--- config.mk ---
export PLATFORM = sky130hd
export DESIGN_NAME = utf8_sanitizer_top_flat
export DESIGN_NICKNAME = d
export VERILOG_FILES = /design/src/rtl/usan_pkg.sv /design/src/rtl/usan_if.sv /design/src/rtl/usan_ctrl.sv /design/src/rtl/usan_emit.sv /design/src/rtl/utf8_sanitizer_top.sv /design/src/flat_wrapper.sv
export SDC_FILE = /design/constraint.sdc
export NUM_CORES = 1
export LEC_CHECK = 0
export BUFFER_PORTS_ARGS = -buffer_cell sky130_fd_sc_hd__buf_2
export CORE_UTILIZATION = 60
export CTS_BUF_LIST = sky130_fd_sc_hd__clkbuf_4 sky130_fd_sc_hd__clkbuf_8
export CTS_CLUSTER_SIZE = 24
export DETAILED_ROUTE_END_ITERATION = 7
export GPL_TIMING_DRIVEN = 0
export MAX_ROUTING_LAYER = met4
export PLACE_DENSITY = 0.78
export REMOVE_ABC_BUFFERS = 1
export SLEW_MARGIN = 20
export SYNTH_ARGS = -nofsm -noshare
export SYNTH_HDL_FRONTEND = slang
export SYNTH_SLANG_ARGS = --single-unit
--- constraint.sdc ---
create_clock -name clk -period 3.5 [get_ports clk]
set_clock_uncertainty 0.2 [all_clocks]
set_input_delay 0.7 -clock clk [delete_from_list [all_inputs] [get_ports clk]]
set_output_delay 0.7 -clock clk [all_outputs]
set_load 0.01 [all_outputs]
--- src/rtl/usan_pkg.sv ---
// Shared types, constants and helper functions for the UTF-8 sanitiser.
package usan_pkg;

  // Replacement character U+FFFD in UTF-8.
  localparam logic [7:0] REP_BYTE0 = 8'hEF;
  localparam logic [7:0] REP_BYTE1 = 8'hBF;
  localparam logic [7:0] REP_BYTE2 = 8'hBD;

  // Lead byte masks and patterns.
  localparam logic [7:0] LEAD2_MASK = 8'hE0;
  localparam logic [7:0] LEAD2_PAT  = 8'hC0;
  localparam logic [7:0] LEAD3_MASK = 8'hF0;
  localparam logic [7:0] LEAD3_PAT  = 8'hE0;
  localparam logic [7:0] LEAD4_MASK = 8'hF8;
  localparam logic [7:0] LEAD4_PAT  = 8'hF0;
  localparam logic [7:0] CONT_MASK  = 8'hC0;
  localparam logic [7:0] CONT_PAT   = 8'h80;

  // Number of held bytes of an open sequence.
  localparam int unsigned HELD_DEPTH = 3;

  // Emitter sequencer states.
  typedef enum logic {
    EM_IDLE,
    EM_RUN
  } em_state_t;

  // Emission plan for one request: replacements first, then held bytes, then the tail byte.
  typedef struct packed {
    logic [2:0]      rep_n;
    logic [1:0]      held_n;
    logic [2:0][7:0] held;
    logic            tail;
    logic [7:0]      tail_byte;
    logic            eos;
  } usan_plan_t;

  // Sequence length announced by a lead byte, zero if it is not a lead byte.
  function automatic logic [2:0] lead_length(input logic [7:0] b);
    logic [2:0] len;
    len = 3'd0;
    if ((b & LEAD2_MASK) == LEAD2_PAT) begin
      len = 3'd2;
    end else if ((b & LEAD3_MASK) == LEAD3_PAT) begin
      len = 3'd3;
    end else if ((b & LEAD4_MASK) == LEAD4_PAT) begin
      len = 3'd4;
    end
    return len;
  endfunction

  // Byte of the replacement character at the given position.
  function automatic logic [7:0] rep_byte(input logic [1:0] pos);
    logic [7:0] b;
    case (pos)
      2'd0:    b = REP_BYTE0;
      2'd1:    b = REP_BYTE1;
      default: b = REP_BYTE2;
    endcase
    return b;
  endfunction

endpackage

--- src/rtl/usan_if.sv ---
// Stream interfaces for the raw input bytes and the sanitised output bytes.
interface usan_in_if;
  logic       valid;
  logic       ready;
  logic [7:0] data_byte;
  logic       end_of_stream;

  modport source (output valid, output data_byte, output end_of_stream, input ready);
  modport sink   (input valid, input data_byte, input end_of_stream, output ready);
endinterface

interface usan_out_if;
  logic       valid;
  logic       ready;
  logic [7:0] out_byte;
  logic       last_of_run;
  logic       stream_done;

  modport source (output valid, output out_byte, output last_of_run, output stream_done,
                  input ready);
  modport sink   (input valid, input out_byte, input last_of_run, input stream_done,
                  output ready);
endinterface

--- src/rtl/usan_ctrl.sv ---
// Sequence tracker: holds the open sequence and turns each request into an emission plan.
module usan_ctrl
  import usan_pkg::*;
(
  input  logic       clk,
  input  logic       rst_n,
  input  logic       accept,
  input  logic [7:0] data_byte,
  input  logic       end_of_stream,
  output usan_plan_t plan
);

  logic [7:0] pend_r [HELD_DEPTH];
  logic [1:0] cnt_r, cnt_nxt;
  logic [2:0] need_r, need_nxt;

  logic       open_seq;
  logic       is_cont;
  logic       is_ascii;
  logic [2:0] len;
  logic       fresh_rep;
  logic       fresh_store;
  logic       wr_en;
  logic [1:0] wr_idx;

  // Classify the incoming byte against the open sequence.
  always_comb begin
    open_seq    = (cnt_r != 2'd0) && (need_r >= 3'd2) && (need_r <= 3'd4);
    is_cont     = (data_byte & CONT_MASK) == CONT_PAT;
    is_ascii    = !data_byte[7];
    len         = lead_length(data_byte);
    fresh_rep   = !is_ascii && ((len == 3'd0) || end_of_stream);
    fresh_store = !is_ascii && (len != 3'd0) && !end_of_stream;
  end

  // Build the plan and the next sequence state.
  always_comb begin
    plan.rep_n     = 3'd0;
    plan.held_n    = 2'd0;
    plan.held      = {pend_r[2], pend_r[1], pend_r[0]};
    plan.tail      = 1'b0;
    plan.tail_byte = data_byte;
    plan.eos       = end_of_stream;
    cnt_nxt        = 2'd0;
    need_nxt       = 3'd0;
    wr_en          = 1'b0;
    wr_idx         = 2'd0;
    if (!open_seq) begin
      plan.rep_n = {2'b00, fresh_rep};
      plan.tail  = is_ascii;
      if (fresh_store) begin
        wr_en    = 1'b1;
        cnt_nxt  = 2'd1;
        need_nxt = len;
      end
    end else if (is_cont) begin
      if (({1'b0, cnt_r} + 3'd1) >= need_r) begin
        plan.held_n = cnt_r;
        plan.tail   = 1'b1;
      end else if (end_of_stream) begin
        plan.rep_n = 3'd1;
      end else begin
        wr_en    = 1'b1;
        wr_idx   = cnt_r;
        cnt_nxt  = cnt_r + 2'd1;
        need_nxt = need_r;
      end
    end else begin
      // Lead byte and each held continuation byte become replacements, then a fresh start.
      plan.rep_n = {1'b0, cnt_r} + {2'b00, fresh_rep};
      plan.tail  = is_ascii;
      if (fresh_store) begin
        wr_en    = 1'b1;
        cnt_nxt  = 2'd1;
        need_nxt = len;
      end
    end
    if (end_of_stream) begin
      cnt_nxt  = 2'd0;
      need_nxt = 3'd0;
    end
  end

  // Sequence counters.
  always_ff @(posedge clk) begin
    if (!rst_n) begin
      cnt_r  <= 2'd0;
      need_r <= 3'd0;
    end else if (accept) begin
      cnt_r  <= cnt_nxt;
      need_r <= need_nxt;
    end
  end

  // Held bytes; only entries written in the current sequence are ever read.
  always_ff @(posedge clk) begin
    if (accept && wr_en) begin
      pend_r[wr_idx] <= data_byte;
    end
  end

endmodule

--- src/rtl/usan_emit.sv ---
// Byte emitter: a small sequencer emitting a plan one output byte per cycle unless stalled.
module usan_emit
  import usan_pkg::*;
(
  input  logic       clk,
  input  logic       rst_n,
  input  usan_plan_t plan,
  input  logic       in_valid,
  output logic       in_ready,
  output logic       accept,
  output logic       out_valid,
  input  logic       out_ready,
  output logic [7:0] out_byte,
  output logic       last_of_run,
  output logic       stream_done
);

  em_state_t       state_r, state_nxt;
  logic [2:0]      rep_r, rep_nxt;
  logic [1:0]      sub_r, sub_nxt;
  logic [1:0]      held_n_r, held_n_nxt;
  logic [1:0]      idx_r, idx_nxt;
  logic            tail_r, tail_nxt;
  logic [7:0]      tail_byte_r, tail_byte_nxt;
  logic [2:0][7:0] held_r, held_nxt;
  logic            eos_r, eos_nxt;
  logic            out_valid_r, out_valid_nxt;
  logic [7:0]      out_byte_r, out_byte_nxt;
  logic            out_last_r, out_last_nxt;
  logic            out_done_r, out_done_nxt;

  logic       out_ok;
  logic       step;
  logic [7:0] cur_byte;
  logic [2:0] rep_step;
  logic [1:0] sub_step;
  logic [1:0] held_n_step;
  logic [1:0] idx_step;
  logic       tail_step;
  logic       done_now;
  logic       plan_empty;

  // Shared step unit: picks the current byte and advances the counters.
  always_comb begin
    rep_step    = rep_r;
    sub_step    = sub_r;
    held_n_step = held_n_r;
    idx_step    = idx_r;
    tail_step   = tail_r;
    if (rep_r != 3'd0) begin
      cur_byte = rep_byte(sub_r);
      if (sub_r == 2'd2) begin
        sub_step = 2'd0;
        rep_step = rep_r - 3'd1;
      end else begin
        sub_step = sub_r + 2'd1;
      end
    end else if (held_n_r != 2'd0) begin
      cur_byte    = held_r[idx_r];
      idx_step    = idx_r + 2'd1;
      held_n_step = held_n_r - 2'd1;
    end else begin
      cur_byte  = tail_byte_r;
      tail_step = 1'b0;
    end
    done_now = (rep_step == 3'd0) && (held_n_step == 2'd0) && !tail_step;
  end

  // Handshake: a new request is taken when idle or as the last byte of the current one leaves.
  always_comb begin
    out_ok     = !out_valid_r || out_ready;
    step       = (state_r == EM_RUN) && out_ok;
    in_ready   = (state_r == EM_IDLE) || (step && done_now);
    accept     = in_valid && in_ready;
    plan_empty = (plan.rep_n == 3'd0) && (plan.held_n == 2'd0) && !plan.tail;
  end

  // Next state.
  always_comb begin
    state_nxt = state_r;
    case (state_r)
      EM_IDLE: begin
        if (accept && !plan_empty) begin
          state_nxt = EM_RUN;
        end
      end
      EM_RUN: begin
        if (step && done_now) begin
          state_nxt = (accept && !plan_empty) ? EM_RUN : EM_IDLE;
        end
      end
      default: state_nxt = EM_IDLE;
    endcase
  end

  // Counters, plan registers and the output register.
  always_comb begin
    rep_nxt       = rep_r;
    sub_nxt       = sub_r;
    held_n_nxt    = held_n_r;
    idx_nxt       = idx_r;
    tail_nxt      = tail_r;
    tail_byte_nxt = tail_byte_r;
    held_nxt      = held_r;
    eos_nxt       = eos_r;
    out_valid_nxt = out_valid_r;
    out_byte_nxt  = out_byte_r;
    out_last_nxt  = out_last_r;
    out_done_nxt  = out_done_r;
    if (step) begin
      rep_nxt    = rep_step;
      sub_nxt    = sub_step;
      held_n_nxt = held_n_step;
      idx_nxt    = idx_step;
      tail_nxt   = tail_step;
    end
    if (accept) begin
      rep_nxt       = plan.rep_n;
      sub_nxt       = 2'd0;
      held_n_nxt    = plan.held_n;
      idx_nxt       = 2'd0;
      tail_nxt      = plan.tail;
      tail_byte_nxt = plan.tail_byte;
      held_nxt      = plan.held;
      eos_nxt       = plan.eos;
    end
    if (out_ok) begin
      out_valid_nxt = step;
      out_byte_nxt  = cur_byte;
      out_last_nxt  = done_now;
      out_done_nxt  = done_now && eos_r;
    end
  end

  // Control registers.
  always_ff @(posedge clk) begin
    if (!rst_n) begin
      state_r     <= EM_IDLE;
      rep_r       <= 3'd0;
      sub_r       <= 2'd0;
      held_n_r    <= 2'd0;
      idx_r       <= 2'd0;
      tail_r      <= 1'b0;
      out_valid_r <= 1'b0;
    end else begin
      state_r     <= state_nxt;
      rep_r       <= rep_nxt;
      sub_r       <= sub_nxt;
      held_n_r    <= held_n_nxt;
      idx_r       <= idx_nxt;
      tail_r      <= tail_nxt;
      out_valid_r <= out_valid_nxt;
    end
  end

  // Payload registers.
  always_ff @(posedge clk) begin
    tail_byte_r <= tail_byte_nxt;
    held_r      <= held_nxt;
    eos_r       <= eos_nxt;
    out_byte_r  <= out_byte_nxt;
    out_last_r  <= out_last_nxt;
    out_done_r  <= out_done_nxt;
  end

  assign out_valid   = out_valid_r;
  assign out_byte    = out_byte_r;
  assign last_of_run = out_last_r;
  assign stream_done = out_done_r;

endmodule

--- src/rtl/utf8_sanitizer_top.sv ---
// UTF-8 sanitiser top level: sequence tracker and byte emitter.
//
// Raw bytes enter on in_ch (valid/ready) with an end-of-stream flag; cleaned
// UTF-8 bytes leave on out_ch (valid/ready). Malformed bytes become U+FFFD.
// Each accepted request causes 0 to 12 output bytes. Its plan is first
// registered in the emitter, and its bytes then pass through the output
// register, one byte per cycle while out_ch is ready. The emitter sequencer
// walks each request's plan a byte at a time. A new request is taken in the
// same cycle as the final byte of the previous one is registered, so plain
// ASCII text flows at one byte per cycle while out_ch is ready.
// The last byte of each request carries last_of_run; the last byte of a
// stream carries stream_done as well, and the open sequence is then cleared.
// Reset clears any open sequence and empties the output register. When the
// receiver stalls, the output byte holds and no further request is taken
// once the emitter has a byte it cannot register.
module utf8_sanitizer_top
  import usan_pkg::*;
(
  input  logic       clk,
  input  logic       rst_n,
  usan_in_if.sink    in_ch,
  usan_out_if.source out_ch
);

  usan_plan_t plan;
  logic       accept;

  usan_ctrl u_ctrl (
    .clk           (clk),
    .rst_n         (rst_n),
    .accept        (accept),
    .data_byte     (in_ch.data_byte),
    .end_of_stream (in_ch.end_of_stream),
    .plan          (plan)
  );

  usan_emit u_emit (
    .clk         (clk),
    .rst_n       (rst_n),
    .plan        (plan),
    .in_valid    (in_ch.valid),
    .in_ready    (in_ch.ready),
    .accept      (accept),
    .out_valid   (out_ch.valid),
    .out_ready   (out_ch.ready),
    .out_byte    (out_ch.out_byte),
    .last_of_run (out_ch.last_of_run),
    .stream_done (out_ch.stream_done)
  );

endmodule

--- src/flat_wrapper.sv ---
// flat-port wrapper written by rule: the top's interface ports become plain ports
module utf8_sanitizer_top_flat import usan_pkg::*;
  (clk, rst_n, in_ch_valid, in_ch_data_byte, in_ch_end_of_stream, in_ch_ready, out_ch_valid, out_ch_out_byte, out_ch_last_of_run, out_ch_stream_done, out_ch_ready);
  usan_in_if in_ch_i ();
  usan_out_if out_ch_i ();
  input  logic clk;
  input  logic rst_n;
  input wire logic [$bits(in_ch_i.valid)-1:0] in_ch_valid;
  input wire logic [$bits(in_ch_i.data_byte)-1:0] in_ch_data_byte;
  input wire logic [$bits(in_ch_i.end_of_stream)-1:0] in_ch_end_of_stream;
  output wire logic [$bits(in_ch_i.ready)-1:0] in_ch_ready;
  output wire logic [$bits(out_ch_i.valid)-1:0] out_ch_valid;
  output wire logic [$bits(out_ch_i.out_byte)-1:0] out_ch_out_byte;
  output wire logic [$bits(out_ch_i.last_of_run)-1:0] out_ch_last_of_run;
  output wire logic [$bits(out_ch_i.stream_done)-1:0] out_ch_stream_done;
  input wire logic [$bits(out_ch_i.ready)-1:0] out_ch_ready;
  assign in_ch_i.valid = in_ch_valid;
  assign in_ch_i.data_byte = in_ch_data_byte;
  assign in_ch_i.end_of_stream = in_ch_end_of_stream;
  assign in_ch_ready = in_ch_i.ready;
  assign out_ch_valid = out_ch_i.valid;
  assign out_ch_out_byte = out_ch_i.out_byte;
  assign out_ch_last_of_run = out_ch_i.last_of_run;
  assign out_ch_stream_done = out_ch_i.stream_done;
  assign out_ch_i.ready = out_ch_ready;
  utf8_sanitizer_top u_core (.clk(clk), .rst_n(rst_n), .in_ch(in_ch_i), .out_ch(out_ch_i));
endmodule
==> results.sh, run 1 <==
export IMPL_status="complete, no violations"
export IMPL_yosys_register_bits=84
export IMPL_cts_root_buf="clkbuf_8"
export IMPL_critical_path_required_ns=3.31
export IMPL_fmax_mhz=309
export IMPL_end_kind="register"
export IMPL_synth_avg_cell_area_sq_um=13.0
export IMPL_final_net_count=323
export IMPL_wl_per_cell_um=17.8
export IMPL_ys_seq_area_share_pct=65.3
export IMPL_viasPerCell=6.12
export IMPL_drive_gt1_share_pct=18.0
export IMPL_clkTransAtPathRegs_ns=0.08
export IMPL_slew_headroom_pct=54.9
export IMPL_synth_edf_count=67
export IMPL_fin_crit_ns=3.24
export IMPL_start_util_pct=63.9
export IMPL_grt_ovfl_total=0
export IMPL_syn_instance_count=277
export IMPL_finalSetupTns_ns=0
export IMPL_drcViolationCount=0
export IMPL_ios=25
export IMPL_grt_pass1_wl_um=11000
export IMPL_irDropWorstVdd_mv=0.330
export IMPL_fillCellCount=401
export IMPL_core_area_sq_um=5640
export IMPL_drtAntennaViolNets=0
export IMPL_regToRegSetupSlack_ns=0.26
export IMPL_rows=27
export IMPL_place_hpwl_um=4400
export IMPL_vias=2314
export IMPL_yosysWarnings=0
export IMPL_finalHoldViolCount=0
export IMPL_h_tree_depth=3
export IMPL_first_iter_violations=146
export IMPL_wl_um=6720
export IMPL_fin_ws_ns=0.262
export IMPL_pre_cts_ws_ns=-0.350
export IMPL_slew_violations=0
export IMPL_reg2reg_from="u_core.u_emit.rep_r[0]$_SDFFE_PN0P_"
export IMPL_hold_depth=0
export IMPL_holdPathEnd="u_core.u_emit.held_r[5]$_DFFE_PP_"
export IMPL_arrival_ns=3.05
export IMPL_tightest_slew_ns=0.676
export IMPL_power_density_nw_per_um2=531
export IMPL_yosysMostFrequentCell="edfxtp_1"
export IMPL_die_w_um=79.5
export IMPL_maxCapViolCount=0
export IMPL_cts_buffers=9
export IMPL_period_share_pct=92.5
export IMPL_synth_ff_type="edfxtp_1"
export IMPL_reg2regPathDepth=8
export IMPL_finish_utilization_pct=70.5
export IMPL_min_path_type="reg2reg"
export IMPL_rsz0062_at_grt="false"
export IMPL_clkSinkCount=84
export IMPL_synth_common_cells="67 x edfxtp_1, 25 x nand2_1, 17 x dfxtp_1"
export IMPL_antennaDiodeCount=0
export IMPL_place_gp_congestion=0.859
export IMPL_first_pass_iters=4
export IMPL_yosys_top_cells_area="edfxtp_1 56%, dfxtp_1 9.4%, mux2i_1 3.6%"
export IMPL_grt_max_degree=42
export IMPL_die_area_sq_um=6320
export IMPL_yosysTopAreaCell="edfxtp_1"
export IMPL_reg2reg_to="u_core.u_ctrl.pend_r[2][7]$_DFFE_PP_"
export IMPL_final_area_sq_um=3980
export IMPL_synth_area_sq_um=3600
export IMPL_cts_buffer_depth=2
export IMPL_yosysTopAreaCellShare_pct=55.8
export IMPL_synth_cell_types=53
export IMPL_worstSetupPathType="reg2reg"
export IMPL_leakage_nw=1.39
export IMPL_crit_path_max_fanout=41
export IMPL_die_y_um=79.5
export IMPL_cts_tree="done"
export IMPL_finalSetupViolations=0
export IMPL_dpl_cell_area_sq_um=3760
export IMPL_numPortBuffers=24
export IMPL_clk_latency_ns=0.35
export IMPL_area_growth_pct=10.4
export IMPL_grt_usage_pct=24.5
export IMPL_grt_pass1_vias=2207
export IMPL_cp_start_kind="register"
export IMPL_min_delay_start="u_core.u_ctrl.pend_r[0][5]$_DFFE_PP_"
export IMPL_async_flop_share_pct=0
export IMPL_antenna_found_initial=0
## worst max-delay path, cell delays in order, from the launching register on
cell	delay, ns
dfxtp_1	0.39
inv_1	0.11
ha_1	0.24
nor2b_4	0.21
nor3_4	0.22
o2111ai_2	0.20
o21a_2	0.37
inv_4	0.40
and4_1	0.53
## repair_timing
item | in CTS | in global routing
gates resized for setup | 2 | 3
pin swaps | 0 | 0
endpoints found under the setup margin | 16 | 24
hold buffers | 0 | 0
setup buffers | 0 | 0
## state kept, by name (all words and copies together) (netlist names)
signal	count
u_core.u_ctrl.pend_r	24
u_core.u_emit.held_r	24
u_core.u_emit.out_byte	8
u_core.u_emit.tail_byte_r	8
u_core.u_ctrl.need_r	3
u_core.u_emit.rep_r	3
u_core.u_ctrl.cnt_r	2
u_core.u_emit.held_n_r	2
u_core.u_emit.idx_r	2
u_core.u_emit.sub_r	2
u_core.u_emit.eos_r	1
u_core.u_emit.last_of_run	1
u_core.u_emit.out_valid	1
u_core.u_emit.state_r	1
u_core.u_emit.stream_done	1
u_core.u_emit.tail_r	1
## cell families (layout without fill, tap and decap cells)
group | count (synthesis) | in the layout | share of synthesized area (%)
xor gates and xnor gates | 2 | 2 | 0.486
muxes | 14 | 14 | 3.92
AOI/OAI and AO/OA | 58 | 58 | 11.3
adders and majority gates | 9 | 9 | 3.12
DFF | 84 | 84 | 65.3
buffers and inverters | 23 | 52 | 2.74
and+or+nand+nor | 87 | 87 | 13.2
## layer usage
layer / wire (um) / vias to the layer above / GRT usage (%) / share of wire [%]
li1: - / 1102 / - / -
met1: 3030 / 1127 / 33.2 / 45
met2: 3240 / 71 / 36.8 / 48
met3: 330 / 14 / 5.71 / 4.9
met4: 121 / 0 / 8.18 / 1.8
met5: 0 / - / - / 0
## placed cells by master (no fill, tap or decap), types with 3 or more instances in the layout
master	count
nor3b_1	3
clkbuf_8	9
ha_1	9
nand3_1	13
dfxtp_1	17
a31oi_1	4
nor3_1	8
nand2_1	25
nand2b_1	5
nor2_1	9
mux2i_1	13
a21oi_1	6
nor2b_1	5
nand4_1	3
edfxtp_1	67
buf_2	24
o211ai_1	14
o21ai_0	14
inv_1	10
## power breakdown
group	switching (W)	internal, W	total (W)
logic	0.000154	0.0000733	0.000227
clock network	0.000354	0.000346	0.000701
registers	0.0000239	0.00116	0.00119
total	0.000532	0.00158	0.00211
## metrics by stage
step | instances | hold slack [ns] | total power [W]
2_1_floorplan | 266 | 0.200 | 0.00135
3_3_place_gp | 362 | 0.200 | 0.00142
3_5_place_dp | 362 | 0.205 | 0.00143
4_1_cts | 378 | 0.224 | 0.00212
5_1_grt | 378 | 0.230 | 0.00220
6_report | 378 | 0.224 | 0.00211
## layout make-up
class / instances / area, sq um / area share, %
clock inverter: 6 / 71.3 / 1.79
sequential: 84 / 2350 / 59.1
multi-input combinational: 170 / 1170 / 29.3
inverter: 12 / 47.5 / 1.19
timing repair buffer: 24 / 120 / 3.02
tap: 72 / 90.1 / 2.26
clock buffer: 10 / 131 / 3.30
## worst max path at each step
stage / start / end / slack [ns] / cells after the start
after floorplan: u_core.u_emit.rep_r[0]$_SDFFE_PN0P_ / u_core.u_ctrl.pend_r[1][0]$_DFFE_PP_ / 0.31 / 8
after global placement: u_core.u_emit.rep_r[0]$_SDFFE_PN0P_ / u_core.u_ctrl.pend_r[1][0]$_DFFE_PP_ / -0.55 / 8
after detailed placement: out_ch_ready / u_core.u_ctrl.pend_r[1][0]$_DFFE_PP_ / -0.35 / 7
after CTS: u_core.u_ctrl.cnt_r[0]$_SDFFE_PN0P_ / u_core.u_ctrl.pend_r[0][4]$_DFFE_PP_ / 0.01 / 8
after global routing: u_core.u_emit.rep_r[0]$_SDFFE_PN0P_ / u_core.u_ctrl.pend_r[2][7]$_DFFE_PP_ / 0.02 / 8
final: u_core.u_emit.rep_r[0]$_SDFFE_PN0P_ / u_core.u_ctrl.pend_r[2][7]$_DFFE_PP_ / 0.26 / 8
Note: power is estimated with default switching activity, not from simulation.
==> inputs of run 2 (changes only) <==
ABC_AREA = 1   (was unset)
==> results.sh, run 2 <==
export IMPL_status="complete, no violations"
export IMPL_synth_avg_cell_area_sq_um=11.1
export IMPL_core_area_sq_um=5640
export IMPL_drive_gt1_share_pct=16.9
export IMPL_start_util_pct=63.7
export IMPL_synth_cell_types=34
export IMPL_yosysWarnings=0
export IMPL_synth_area_sq_um=3600
export IMPL_cts_hold_fix_buffers=0
export IMPL_mostFrequentLayoutCell="edfxtp_1"
export IMPL_viasPerCell=5.53
export IMPL_leakage_nw=1.53
export IMPL_die_w_um=79.4
export IMPL_synth_ff_type="edfxtp_1"
export IMPL_rows=27
export IMPL_critPathMostFrequentCell="nor2_1"
export IMPL_min_path_type="reg2reg"
export IMPL_tightest_slew_ns=0.862
export IMPL_grt_pass1_wl_um=10500
export IMPL_h_tree_depth=3
export IMPL_first_iter_violations=158
export IMPL_critical_path_required_ns=3.29
export IMPL_clkTransAtPathRegs_ns=0.08
export IMPL_cts_root_buf="clkbuf_8"
export IMPL_area_growth_pct=10.4
export IMPL_rsz0062_at_grt="false"
export IMPL_fin_crit_ns=3.26
export IMPL_die_area_sq_um=6310
export IMPL_wl_per_cell_um=15.1
export IMPL_cts_resized=0
export IMPL_synth_edf_count=67
export IMPL_arrival_ns=3.04
export IMPL_yosysMostFrequentCell="edfxtp_1"
export IMPL_cts_buffers=9
export IMPL_end_kind="register"
export IMPL_syn_instance_count=325
export IMPL_place_gp_congestion=0.802
export IMPL_clkSinkCount=84
export IMPL_grt_ovfl_total=0
export IMPL_finalHoldViolCount=0
export IMPL_ys_seq_area_share_pct=65.4
export IMPL_drtAntennaViolNets=0
export IMPL_drcViolationCount=0
export IMPL_maxCapViolCount=0
export IMPL_grt_usage_pct=23.7
export IMPL_async_flop_share_pct=0
export IMPL_first_pass_iters=4
export IMPL_crit_path_max_fanout=8
export IMPL_period_share_pct=93.1
export IMPL_antennaDiodeCount=0
export IMPL_regToRegSetupSlack_ns=0.24
export IMPL_grt_max_degree=36
export IMPL_yosys_register_bits=84
export IMPL_post_cts_buffers=0
export IMPL_worstSetupPathType="reg2reg"
export IMPL_ios=25
export IMPL_die_y_um=79.4
export IMPL_final_net_count=379
export IMPL_fmax_mhz=307
export IMPL_irDropWorstVdd_mv=0.320
export IMPL_place_hpwl_um=4480
export IMPL_final_cell_mix="67 x edfxtp_1, 43 x nand2_1, 40 x nor2_1, 35 x inv_1, 27 x a21oi_1"
export IMPL_yosysTopAreaCellShare_pct=55.9
export IMPL_cts_buffer_depth=2
export IMPL_synth_common_cells="67 x edfxtp_1, 43 x nand2_1, 40 x nor2_1"
export IMPL_cp_start_kind="register"
export IMPL_power_density_nw_per_um2=529
export IMPL_slew_violations=0
export IMPL_path_cells="inv_1 > ha_1 > ha_1 > nand3_1 > nand2_1 > nor2_1 > nand3_1 > nor2_1 > nand2_1 > nor2_1"
export IMPL_yosys_top_cells_area="edfxtp_1 56%, dfxtp_1 9.5%, nand2_1 4.5%"
export IMPL_cts_tree="done"
export IMPL_reg_largest_list="u_core.u_ctrl.pend_r: 24 flops, u_core.u_emit.held_r: 24 flops"
export IMPL_grt_pass1_vias=2223
export IMPL_clk_latency_ns=0.36
export IMPL_vias=2398
export IMPL_cp_slowest_cell="nor2_1"
export IMPL_wl_um=6560
export IMPL_finalSetupViolations=0
export IMPL_slew_headroom_pct=42.3
export IMPL_antenna_found_initial=0
export IMPL_fillCellCount=401
export IMPL_yosysTopAreaCell="edfxtp_1"
export IMPL_power_w=0.00210
export IMPL_slowest_delay_ns=0.67
export IMPL_finalSetupTns_ns=0
export IMPL_numPortBuffers=24
==> run 2: changes by cell type in the layout (fill, tap and decap cells not counted), sizes merged, moves of 6 or more <==
cell	previous run	this run
a21oi	7	28
inv	14	39
mux2i	13	0
nand2	25	53
nand3	13	24
nor2	9	45
nor2b	6	0
nor3	9	3
o211ai	14	4
==> run 2: through the flow <==
stage	setup WS (ns)	utilization [%]	area (sq um)	hold WS (ns)	instances
2_1_floorplan	0.796	-	3580	0.200	322
3_3_place_gp	0.0776	67.2	3790	0.201	418
3_5_place_dp	0.0374	67.2	3790	0.205	418
4_1_cts	0.250	70.3	3970	0.224	434
5_1_grt	0.0143	70.3	3970	0.227	434
6_report	0.242	70.3	3970	0.222	434
==> run 2: power by group <==
| group | internal [W] | switching, W | total (W) | leakage (nW) |
|---|---|---|---|---|
| clock | 0.000261 | 0.000358 | 0.000619 | 0.0876 |
| sequential | 0.00116 | 0.0000267 | 0.00119 | 0.773 |
| combinational | 0.0000951 | 0.000200 | 0.000295 | 0.670 |
| total | 0.00152 | 0.000585 | 0.00210 | 1.53 |
==> run 2: path summary, 6_finish.rpt <==
path / start / to / cells after the start
min: u_core.u_ctrl.pend_r[0][6]$_DFFE_PP_ / u_core.u_emit.held_r[6]$_DFFE_PP_ / 0
max reg2reg: u_core.u_ctrl.cnt_r[0]$_SDFFE_PN0P_ / u_core.u_ctrl.pend_r[1][7]$_DFFE_PP_ / 10
min reg2reg: u_core.u_ctrl.pend_r[0][6]$_DFFE_PP_ / u_core.u_emit.held_r[6]$_DFFE_PP_ / 0
max: u_core.u_ctrl.cnt_r[0]$_SDFFE_PN0P_ / u_core.u_ctrl.pend_r[1][7]$_DFFE_PP_ / 10
==> run 2: routing by layer <==
metal	routed length [um]	global-route usage [%]
met4	209	13.6
met2	3100	34.7
met5	0	-
met3	351	6.40
met1	2900	29.8
==> run 2: worst max-delay path, delay by kind of cell, from the launching register on <==
kind / cells / cell delay [ns]
and+or+nand+nor: 7 / 1.43
adders and majority gates: 2 / 0.64
DFF: 1 / 0.46
buffers and inverters: 1 / 0.15
==> run 2: kinds of logic after synthesis <==
logic type,after synthesis,share of synthesized area [%]
AND/OR/NAND/NOR,131,18.1
flip-flops,84,65.4
AO/OA/AOI/OAI,58,8.70
buffers and inverters,42,4.45
adder cells (fa/ha/maj),9,3.13
XOR/XNOR,1,0.244
==> run 2: cell type report <==
cell class	instances	area, sq um	area share, %
Inverter	39	148	3.72
Clock buffer	9	124	3.12
Multi-Input combinational cell	199	1080	27.3
Timing Repair Buffer	24	120	3.03
Sequential cell	84	2350	59.3
Clock inverter	7	51.3	1.29
Tap cell	72	90.1	2.27
